$ cat src/rtl/core/rlbc_pkg.sv
// ---------------------------------------------------------------------------
// Run-length byte codec package
// Widths and controller/datapath handshake types.
// ---------------------------------------------------------------------------
package rlbc_pkg;

  localparam int BYTE_W     = 8;
  localparam int OUT_W      = 64;
  localparam int CNT_W      = 4;
  localparam int RESULT_CAP = 32;

  typedef struct packed {
    logic load;
    logic emit;
  } rlbc_cmd_t;

  typedef struct packed {
    logic work;
    logic slot_free;
    logic final_word;
  } rlbc_sts_t;

endpackage

$ cat src/rtl/core/rlbc_in_if.sv
// ---------------------------------------------------------------------------
// Run-length byte codec input channel
// One stream byte per word, with end-of-stream flag.
// ---------------------------------------------------------------------------
interface rlbc_in_if;
  logic       valid;
  logic       ready;
  logic [7:0] in_byte;
  logic       in_last;

  modport source (output valid, output in_byte, output in_last, input ready);
  modport sink   (input valid, input in_byte, input in_last, output ready);
endinterface

$ cat src/rtl/core/rlbc_out_if.sv
// ---------------------------------------------------------------------------
// Run-length byte codec output channel
// Up to eight packed bytes per word, with byte count and last flag.
// ---------------------------------------------------------------------------
interface rlbc_out_if;
  logic        valid;
  logic        ready;
  logic [63:0] out_bytes;
  logic [3:0]  out_valid_count;
  logic        out_last;

  modport source (output valid, output out_bytes, output out_valid_count,
                  output out_last, input ready);
  modport sink   (input valid, input out_bytes, input out_valid_count,
                  input out_last, output ready);
endinterface

$ cat src/rtl/core/rlbc_ctrl.sv
// ---------------------------------------------------------------------------
// Run-length byte codec controller
// Sequences input loads and output word emission.
// ---------------------------------------------------------------------------
module rlbc_ctrl
  import rlbc_pkg::*;
(
  input  logic      clk,
  input  logic      rst_n,
  input  logic      in_valid,
  output logic      in_ready,
  input  rlbc_sts_t sts,
  output rlbc_cmd_t cmd
);

  typedef enum logic {
    ST_IDLE,
    ST_EMIT
  } state_t;

  state_t state_r, state_nxt;

  always_comb begin
    in_ready  = (state_r == ST_IDLE);
    cmd.load  = in_valid && in_ready;
    cmd.emit  = (state_r == ST_EMIT) && sts.slot_free;
    state_nxt = state_r;
    case (state_r)
      ST_IDLE: begin
        if (cmd.load && sts.work) begin
          state_nxt = ST_EMIT;
        end
      end
      ST_EMIT: begin
        if (cmd.emit && sts.final_word) begin
          state_nxt = ST_IDLE;
        end
      end
      default: state_nxt = ST_IDLE;
    endcase
  end

  always_ff @(posedge clk) begin
    if (!rst_n) begin
      state_r <= ST_IDLE;
    end else begin
      state_r <= state_nxt;
    end
  end

endmodule

$ cat src/rtl/core/rlbc_datapath.sv
// ---------------------------------------------------------------------------
// Run-length byte codec datapath
// Stream state, pending byte buffer, word packer and output register.
// ---------------------------------------------------------------------------
module rlbc_datapath
  import rlbc_pkg::*;
#(
  parameter int MAX_RUN   = 255,
  parameter int OUT_LANES = 8
) (
  input  logic               clk,
  input  logic               rst_n,
  input  logic [BYTE_W-1:0]  in_byte,
  input  logic               in_last,
  input  logic               cfg_wr_en,
  input  logic               cfg_wr_data,
  input  rlbc_cmd_t          cmd,
  output rlbc_sts_t          sts,
  input  logic               out_ready,
  output logic               out_valid,
  output logic [OUT_W-1:0]   out_bytes,
  output logic [CNT_W-1:0]   out_valid_count,
  output logic               out_last
);

  localparam int               CAP_I    = RESULT_CAP * OUT_LANES;
  localparam logic [BYTE_W-1:0] MaxRunB = BYTE_W'(MAX_RUN);
  localparam logic [BYTE_W-1:0] LanesB  = BYTE_W'(OUT_LANES);
  localparam logic [BYTE_W-1:0] CapB    = (CAP_I > 255) ? 8'd255 : BYTE_W'(CAP_I);
  localparam int               SHIFT    = BYTE_W * OUT_LANES;

  // stream state
  logic              mode_r;
  logic [BYTE_W-1:0] run_val_r;
  logic [BYTE_W-1:0] run_len_r;
  logic              pair_half_r;
  logic [BYTE_W-1:0] held_r;

  // pending bytes of the current word
  logic [BYTE_W-1:0] rem_r;
  logic              rep_r;
  logic [BYTE_W-1:0] rep_val_r;
  logic [OUT_W-1:0]  pend_r;
  logic              plast_r;

  // output register
  logic              out_valid_r;
  logic [OUT_W-1:0]  out_bytes_r;
  logic [CNT_W-1:0]  out_cnt_r;
  logic              out_last_r;

  logic              run_open, close_prev, close_new;
  logic [BYTE_W-1:0] len_new, val_new, held_cap, exp_n, load_n, word_cnt;
  logic [2:0]        cmp_n;
  logic [31:0]       pend_load;
  logic [OUT_W-1:0]  word;

  always_comb begin
    run_open   = (run_len_r != '0);
    close_prev = run_open && ((in_byte != run_val_r) || (run_len_r >= MaxRunB));
    if (close_prev || !run_open) begin
      len_new = 8'd1;
      val_new = in_byte;
    end else begin
      len_new = run_len_r + 8'd1;
      val_new = run_val_r;
    end
    close_new = (len_new >= MaxRunB) || in_last;
    pend_load = {val_new, len_new,
                 (close_prev ? {run_val_r, run_len_r} : {val_new, len_new})};
    cmp_n     = {close_prev & close_new, close_prev ^ close_new, 1'b0};
    held_cap  = (held_r > CapB) ? CapB : held_r;
    exp_n     = pair_half_r ? held_cap : '0;
    load_n    = mode_r ? {5'b0, cmp_n} : exp_n;
  end

  always_comb begin
    word_cnt = (rem_r > LanesB) ? LanesB : rem_r;
    word     = '0;
    for (int k = 0; k < 8; k++) begin
      if ((k < OUT_LANES) && (BYTE_W'(k) < rem_r)) begin
        word[8*k +: 8] = rep_r ? rep_val_r : pend_r[8*k +: 8];
      end
    end
  end

  assign sts.work       = (load_n != '0) || in_last;
  assign sts.slot_free  = !out_valid_r || out_ready;
  assign sts.final_word = (rem_r <= LanesB);

  always_ff @(posedge clk) begin
    if (!rst_n) begin
      mode_r      <= 1'b1;
      run_val_r   <= '0;
      run_len_r   <= '0;
      pair_half_r <= 1'b0;
      held_r      <= '0;
      out_valid_r <= 1'b0;
    end else begin
      if (cfg_wr_en) begin
        mode_r      <= cfg_wr_data;
        run_val_r   <= '0;
        run_len_r   <= '0;
        pair_half_r <= 1'b0;
        held_r      <= '0;
      end else if (cmd.load) begin
        if (in_last) begin
          run_val_r   <= '0;
          run_len_r   <= '0;
          pair_half_r <= 1'b0;
          held_r      <= '0;
        end else if (mode_r) begin
          run_len_r <= close_new ? '0 : len_new;
          run_val_r <= val_new;
        end else if (!pair_half_r) begin
          held_r      <= in_byte;
          pair_half_r <= 1'b1;
        end else begin
          held_r      <= '0;
          pair_half_r <= 1'b0;
        end
      end
      if (cmd.emit) begin
        out_valid_r <= 1'b1;
      end else if (out_ready) begin
        out_valid_r <= 1'b0;
      end
    end
  end

  always_ff @(posedge clk) begin
    if (cmd.load) begin
      rem_r     <= load_n;
      rep_r     <= !mode_r;
      rep_val_r <= in_byte;
      pend_r    <= {32'b0, pend_load};
      plast_r   <= in_last;
    end else if (cmd.emit) begin
      rem_r  <= rem_r - word_cnt;
      pend_r <= pend_r >> SHIFT;
    end
    if (cmd.emit) begin
      out_bytes_r <= word;
      out_cnt_r   <= word_cnt[CNT_W-1:0];
      out_last_r  <= plast_r && sts.final_word;
    end
  end

  assign out_valid       = out_valid_r;
  assign out_bytes       = out_bytes_r;
  assign out_valid_count = out_cnt_r;
  assign out_last        = out_last_r;

endmodule

$ cat src/rtl/core/run_length_byte_codec_core.sv
// ---------------------------------------------------------------------------
// Run-length byte codec core
// Compresses bytes into (count, value) pairs or expands pairs into runs.
// ---------------------------------------------------------------------------
// channel   dir  payload                                    handshake
// in_if     in   in_byte[7:0], in_last                      valid/ready
// out_if    out  out_bytes[63:0], out_valid_count, out_last valid/ready
// cfg       in   cfg_wr_data (compress_mode)                cfg_wr_en
//
// A byte that makes no word is only loaded; otherwise it is loaded and then
// packed into ceil(n/OUT_LANES) words for n output bytes (one word for the last byte with nothing to send).
// The word packer emits one word per cycle from the pending buffer while the output register has room.
// The output register lets the next byte in while the last word waits.
// Output stalls hold the packer; reset is synchronous, active low.
// ---------------------------------------------------------------------------
module run_length_byte_codec_core
  import rlbc_pkg::*;
#(
  parameter int MAX_RUN   = 255,
  parameter int OUT_LANES = 8
) (
  input  logic        clk,
  input  logic        rst_n,
  rlbc_in_if.sink     in_if,
  rlbc_out_if.source  out_if,
  input  logic        cfg_wr_en,
  input  logic        cfg_wr_data
);

  rlbc_cmd_t cmd;
  rlbc_sts_t sts;

  rlbc_ctrl u_ctrl (
    .clk      (clk),
    .rst_n    (rst_n),
    .in_valid (in_if.valid),
    .in_ready (in_if.ready),
    .sts      (sts),
    .cmd      (cmd)
  );

  rlbc_datapath #(
    .MAX_RUN   (MAX_RUN),
    .OUT_LANES (OUT_LANES)
  ) u_dp (
    .clk             (clk),
    .rst_n           (rst_n),
    .in_byte         (in_if.in_byte),
    .in_last         (in_if.in_last),
    .cfg_wr_en       (cfg_wr_en),
    .cfg_wr_data     (cfg_wr_data),
    .cmd             (cmd),
    .sts             (sts),
    .out_ready       (out_if.ready),
    .out_valid       (out_if.valid),
    .out_bytes       (out_if.out_bytes),
    .out_valid_count (out_if.out_valid_count),
    .out_last        (out_if.out_last)
  );

endmodule

$ cat src/flat_wrapper.sv
// flat-port wrapper written by rule: the top's interface ports become plain ports
module run_length_byte_codec_core_flat import rlbc_pkg::*;
#(
  parameter int MAX_RUN   = 255,
  parameter int OUT_LANES = 8
)
  (clk, rst_n, cfg_wr_en, cfg_wr_data, in_if_valid, in_if_in_byte, in_if_in_last, in_if_ready, out_if_valid, out_if_out_bytes, out_if_out_valid_count, out_if_out_last, out_if_ready);
  rlbc_in_if in_if_i ();
  rlbc_out_if out_if_i ();
  input  logic clk;
  input  logic rst_n;
  input  logic cfg_wr_en;
  input  logic cfg_wr_data;
  input wire logic [$bits(in_if_i.valid)-1:0] in_if_valid;
  input wire logic [$bits(in_if_i.in_byte)-1:0] in_if_in_byte;
  input wire logic [$bits(in_if_i.in_last)-1:0] in_if_in_last;
  output wire logic [$bits(in_if_i.ready)-1:0] in_if_ready;
  output wire logic [$bits(out_if_i.valid)-1:0] out_if_valid;
  output wire logic [$bits(out_if_i.out_bytes)-1:0] out_if_out_bytes;
  output wire logic [$bits(out_if_i.out_valid_count)-1:0] out_if_out_valid_count;
  output wire logic [$bits(out_if_i.out_last)-1:0] out_if_out_last;
  input wire logic [$bits(out_if_i.ready)-1:0] out_if_ready;
  assign in_if_i.valid = in_if_valid;
  assign in_if_i.in_byte = in_if_in_byte;
  assign in_if_i.in_last = in_if_in_last;
  assign in_if_ready = in_if_i.ready;
  assign out_if_valid = out_if_i.valid;
  assign out_if_out_bytes = out_if_i.out_bytes;
  assign out_if_out_valid_count = out_if_i.out_valid_count;
  assign out_if_out_last = out_if_i.out_last;
  assign out_if_i.ready = out_if_ready;
  run_length_byte_codec_core #(.MAX_RUN(MAX_RUN), .OUT_LANES(OUT_LANES)) u_core (.clk(clk), .rst_n(rst_n), .in_if(in_if_i), .out_if(out_if_i), .cfg_wr_en(cfg_wr_en), .cfg_wr_data(cfg_wr_data));
endmodule
$ cat config.mk
export PLATFORM = sky130hd
export DESIGN_NAME = run_length_byte_codec_core_flat
export DESIGN_NICKNAME = d
export VERILOG_FILES = /design/src/rtl/core/rlbc_pkg.sv /design/src/rtl/core/rlbc_in_if.sv /design/src/rtl/core/rlbc_out_if.sv /design/src/rtl/core/rlbc_ctrl.sv /design/src/rtl/core/rlbc_datapath.sv /design/src/rtl/core/run_length_byte_codec_core.sv /design/src/flat_wrapper.sv
export SDC_FILE = /design/constraint.sdc
export NUM_CORES = 1
export LEC_CHECK = 0
export ABC_CLOCK_PERIOD_IN_PS = 5700
export BUFFER_PORTS_ARGS = -buffer_cell sky130_fd_sc_hd__buf_2
export CORE_MARGIN = 2
export CORE_UTILIZATION = 47
export CTS_CLUSTER_SIZE = 28
export DETAILED_ROUTE_END_ITERATION = 10
export PLACE_DENSITY = 0.74
export SYNTH_ARGS = -nofsm -noshare
export SYNTH_HDL_FRONTEND = slang
export SYNTH_SLANG_ARGS = --single-unit
$ cat constraint.sdc
create_clock -name clk -period 5.7 [get_ports clk]
set_clock_uncertainty 0.1 [all_clocks]
set_input_delay 0.855 -clock clk [delete_from_list [all_inputs] [get_ports clk]]
set_output_delay 0.855 -clock clk [all_outputs]
set_load 0.05 [all_outputs]
==> results list <==
* Status: complete, no violations
* Syn Nets: about 550
* Post-synthesis instance area: roughly 6400 µm²
- The average instance in the mapped netlist occupies 12.0 µm².
* Total power draw: ~3.0 mW
- Post-detailed-routing wire length: 14.1 mm
- After detailed routing, the number of vias per cell comes to 5.60.
* # port buffers: 85
- Post-DP HPWL: about 9.5 mm
- Clock-pin slew on the worst setup and hold paths: around 0.060 ns
- At the end of the flow, the number of nets in the layout was approximately 630.
* Yosys top cell by area: edfxtp_1
- Of the synthesized area, sequential elements account for between 60% and 70%.
- The congestion estimate from routability-driven global placement came to ~0.96.
- Entering global routing, the biggest net connects 70 pins.
- Leaving out filler cells and counting taps, the final layout contains approximately 800.
- Insertion delay of the later-clocked pin in the worst-skew pair: between 0.4 and 0.5 ns
- Headroom to the max-slew limit came out at a little over a third.
- Shortest clock period the worst path allows after layout: around 3.3 ns
- Routed length per instance: between 15 and 20 µm
- Overall track demand over capacity in global routing: between 20 and 25%
- Maximum root-to-sink buffer count: 2
- Setup repair after global routing left no endpoint under its margin.
* Initial core utilization: between 40 and 50%
- Setup Fix Bufs, Post-CTS: 0
* Core Rows: 42
- The worst setup path is launched from a flip-flop.
- The number of pins exceeding their max-slew limit in the final report was 0.
- Setup TNS Final: 0 ns
- In the synthesized netlist the async set-or-reset flop fraction comes to 0%.
* Required time of the worst setup path: 5.91 ns
- By area the synthesized netlist is led by edfxtp_1 (56%), dfxtp_1 (8.8%), a21oi_1 (4.2%), nor2_1 (4.1%), nand2b_1 (3.7%).
* Final ANT Viol Nets: 0
* Placed instance count: between 700 and 800
- Startpoint-to-endpoint class of the critical path: flip-flop to flip-flop
- Post-synthesis instance total: about 530
- The core region is around 13000 µm².
- Proportion of layout cells with a drive suffix above 1: about 22%
- TritonCTS built the clock tree.
* Number of global-route vias before repair: 4099
- Number of top-level pins: 86
- The die covers about 15000 µm².
- The tree built by TritonCTS fans out to between 100 and 150 sinks.
- For this run, design rule violations remaining after detail routing come to 0.
- Relative to the synthesized area, the layout overhead comes to 18.4%.
* Achievable frequency: 0.306 GHz
- Across all register-to-register paths, the minimum setup slack is between 2 and 2.5 ns.
* First-pass GRT wire length: between 20 and 25 mm
- For this run, the detailed router's first-pass iteration total came to 6.
- Starting DRT DRC Count: approximately 570
- Along the worst path, the maximum fanout reaches 12.
- After clock tree synthesis, the repair step resized 0 gates.
* Final setup violation count: 0
* Data arrival time of the critical path: around 3.5 ns
- In this run, post-CTS hold repair placed 0 buffers.
* Root buffer selected by CTS: clkbuf_16
* Maximum level of the CTS H-tree: 4
* Ant diodes: 0
- For this run the aggregate overflow at the end of global routing stands at 0.
* Peak supply drop: between 0.15 and 0.2 mV
* Share of the synthesized area in the top cell type: 56.0%
- Cell leakage power: about 2.8 nW
* Vias post-DR: ~4500
- Among all cell types in the netlist, the one instantiated most often is edfxtp_1.
* Worst min-delay path class: flip-flop to flip-flop
- Die width: between 100 and 150 µm
* Initial antenna violation count: 0
- Reported max-cap violation count: 0
- Counting flops with a built-in enable in the synthesized netlist gives 119.
- Number of hold violations in the final report: 0
- Die Y-Extent: 121 µm
* Worst Tran Pin Value: 0.961 ns
- Yosys warnings: 0
* Pwr dens: 397 nW/µm²
* Top flip-flop cell by instance count after synthesis: edfxtp_1
- Period utilisation layout: 57.4%
- After synthesis, the most frequently instantiated cells are edfxtp_1 (119), nor2_1 (69), a21oi_1 (53).
* Cell variety after synth: between 50 and 60
- Yosys reg bits: between 100 and 150
- TritonCTS Buffers: 17
- The worst setup path is captured at a flip-flop.
## final cells by class
| cell class | count | area (µm²) |
|---|---|---|
| tap | 176 | 220 |
| fill | 1114 | 5680 |
| clock buffer | 19 | 433 |
| inverter | 7 | 26.3 |
| multi-input combinational | 354 | 2070 |
| sequential | 147 | 4130 |
| timing repair buffer | 87 | 440 |
| clock inverter | 12 | 235 |
## kinds of logic (layout without fill, tap and decap cells)
family / count (synthesis) / count (layout) / share of synthesized area, %
other cells: 1 / 1 / 0.0587
mux: 1 / 1 / 0.157
buf+inv: 32 / 125 / 2.78
fa+ha+maj: 4 / 4 / 0.784
simple gates: 224 / 224 / 18.2
xor+xnor: 12 / 12 / 1.65
flops: 147 / 147 / 64.8
compound gates: 112 / 112 / 11.6
## worst paths after layout
kind | start | end | depth (start not counted)
min reg2reg | u_core.u_dp.out_valid | u_core.u_dp.out_valid | 2
min | u_core.u_dp.out_valid | u_core.u_dp.out_valid | 2
max | u_core.u_dp.run_len_r[0] | u_core.u_ctrl.state_r | 12
max reg2reg | u_core.u_dp.run_len_r[0] | u_core.u_ctrl.state_r | 12
## cell usage in the layout, fill, tap and decap left out, drive strengths merged, types with 4 or more instances in the layout
cell     Yosys  layout
nand3        9       9
edfxtp     119     119
ha           4       4
clkbuf      15      19
nor4         8       8
nor2b        4       4
buf          9      87
a22oi       17      17
clkinv       0       4
xor2        10      10
o21ai       10      10
nor2        72      72
and2        17      17
o2111ai      5       5
o21ba        4       4
a21oi       54      54
nand2b      38      38
nor3        12      12
a31oi        4       4
bufinv       0       7
dfxtp       28      28
nand2       52      52
inv          7       7
## power by group
| group | internal [mW] | leakage (nW) | switching, mW | total (mW) |
|---|---|---|---|---|
| clock | 0.857 | 0.322 | 0.410 | 1.27 |
| combinational | 0.0950 | 1.13 | 0.308 | 0.403 |
| sequential | 1.28 | 1.39 | 0.0527 | 1.33 |
| total | 2.23 | 2.85 | 0.771 | 3.00 |
## worst max-delay path, stage by stage, from the launching register on
cell     delay [ns]
dfxtp_1        0.39
inv_1          0.11
ha_1           0.15
nor4b_1        0.31
nand2_1        0.39
nand2_1        0.25
nor2_1         0.12
a21o_1         0.20
ha_1           0.30
o21ai_0        0.15
or3b_2         0.46
a21oi_1        0.16
nor3b_1        0.06
## sequential cells by signal, indices dropped and copies added, names as in the netlist
signal,count
u_core.u_dp.rep_val_r,8
u_core.u_dp.pend_r,32
u_core.u_dp.pair_half_r,1
u_core.u_dp.mode_r,1
u_core.u_dp.out_bytes,64
u_core.u_dp.out_valid,1
u_core.u_ctrl.state_r,1
u_core.u_dp.rem_r,8
u_core.u_dp.out_valid_count,4
u_core.u_dp.run_val_r,8
u_core.u_dp.out_last,1
u_core.u_dp.plast_r,1
u_core.u_dp.run_len_r,8
u_core.u_dp.held_r,8
u_core.u_dp.rep_r,1
## routing by layer
layer	vias up	part of all wire, %	track usage, %
li1	2093	-	-
met1	2139	46	28.4
met2	228	45	30.5
met3	28	7.3	4.53
met4	0	2.1	7.63
met5	-	0	0
## per-stage QoR
stage / instance area [µm²] / utilization [%] / setup WS [ns] / hold slack, ns
global route: 7560 / 57.1 / 2.21 / 0.459
global placement: 6890 / 52.1 / 2.29 / 0.396
finish: 7560 / 57.1 / 2.43 / 0.417
floorplan: 6380 / - / 2.62 / 0.384
detailed placement: 6890 / 52.1 / 2.21 / 0.416
CTS: 7560 / 57.1 / 2.45 / 0.424
(Power assumes the default switching activity.)
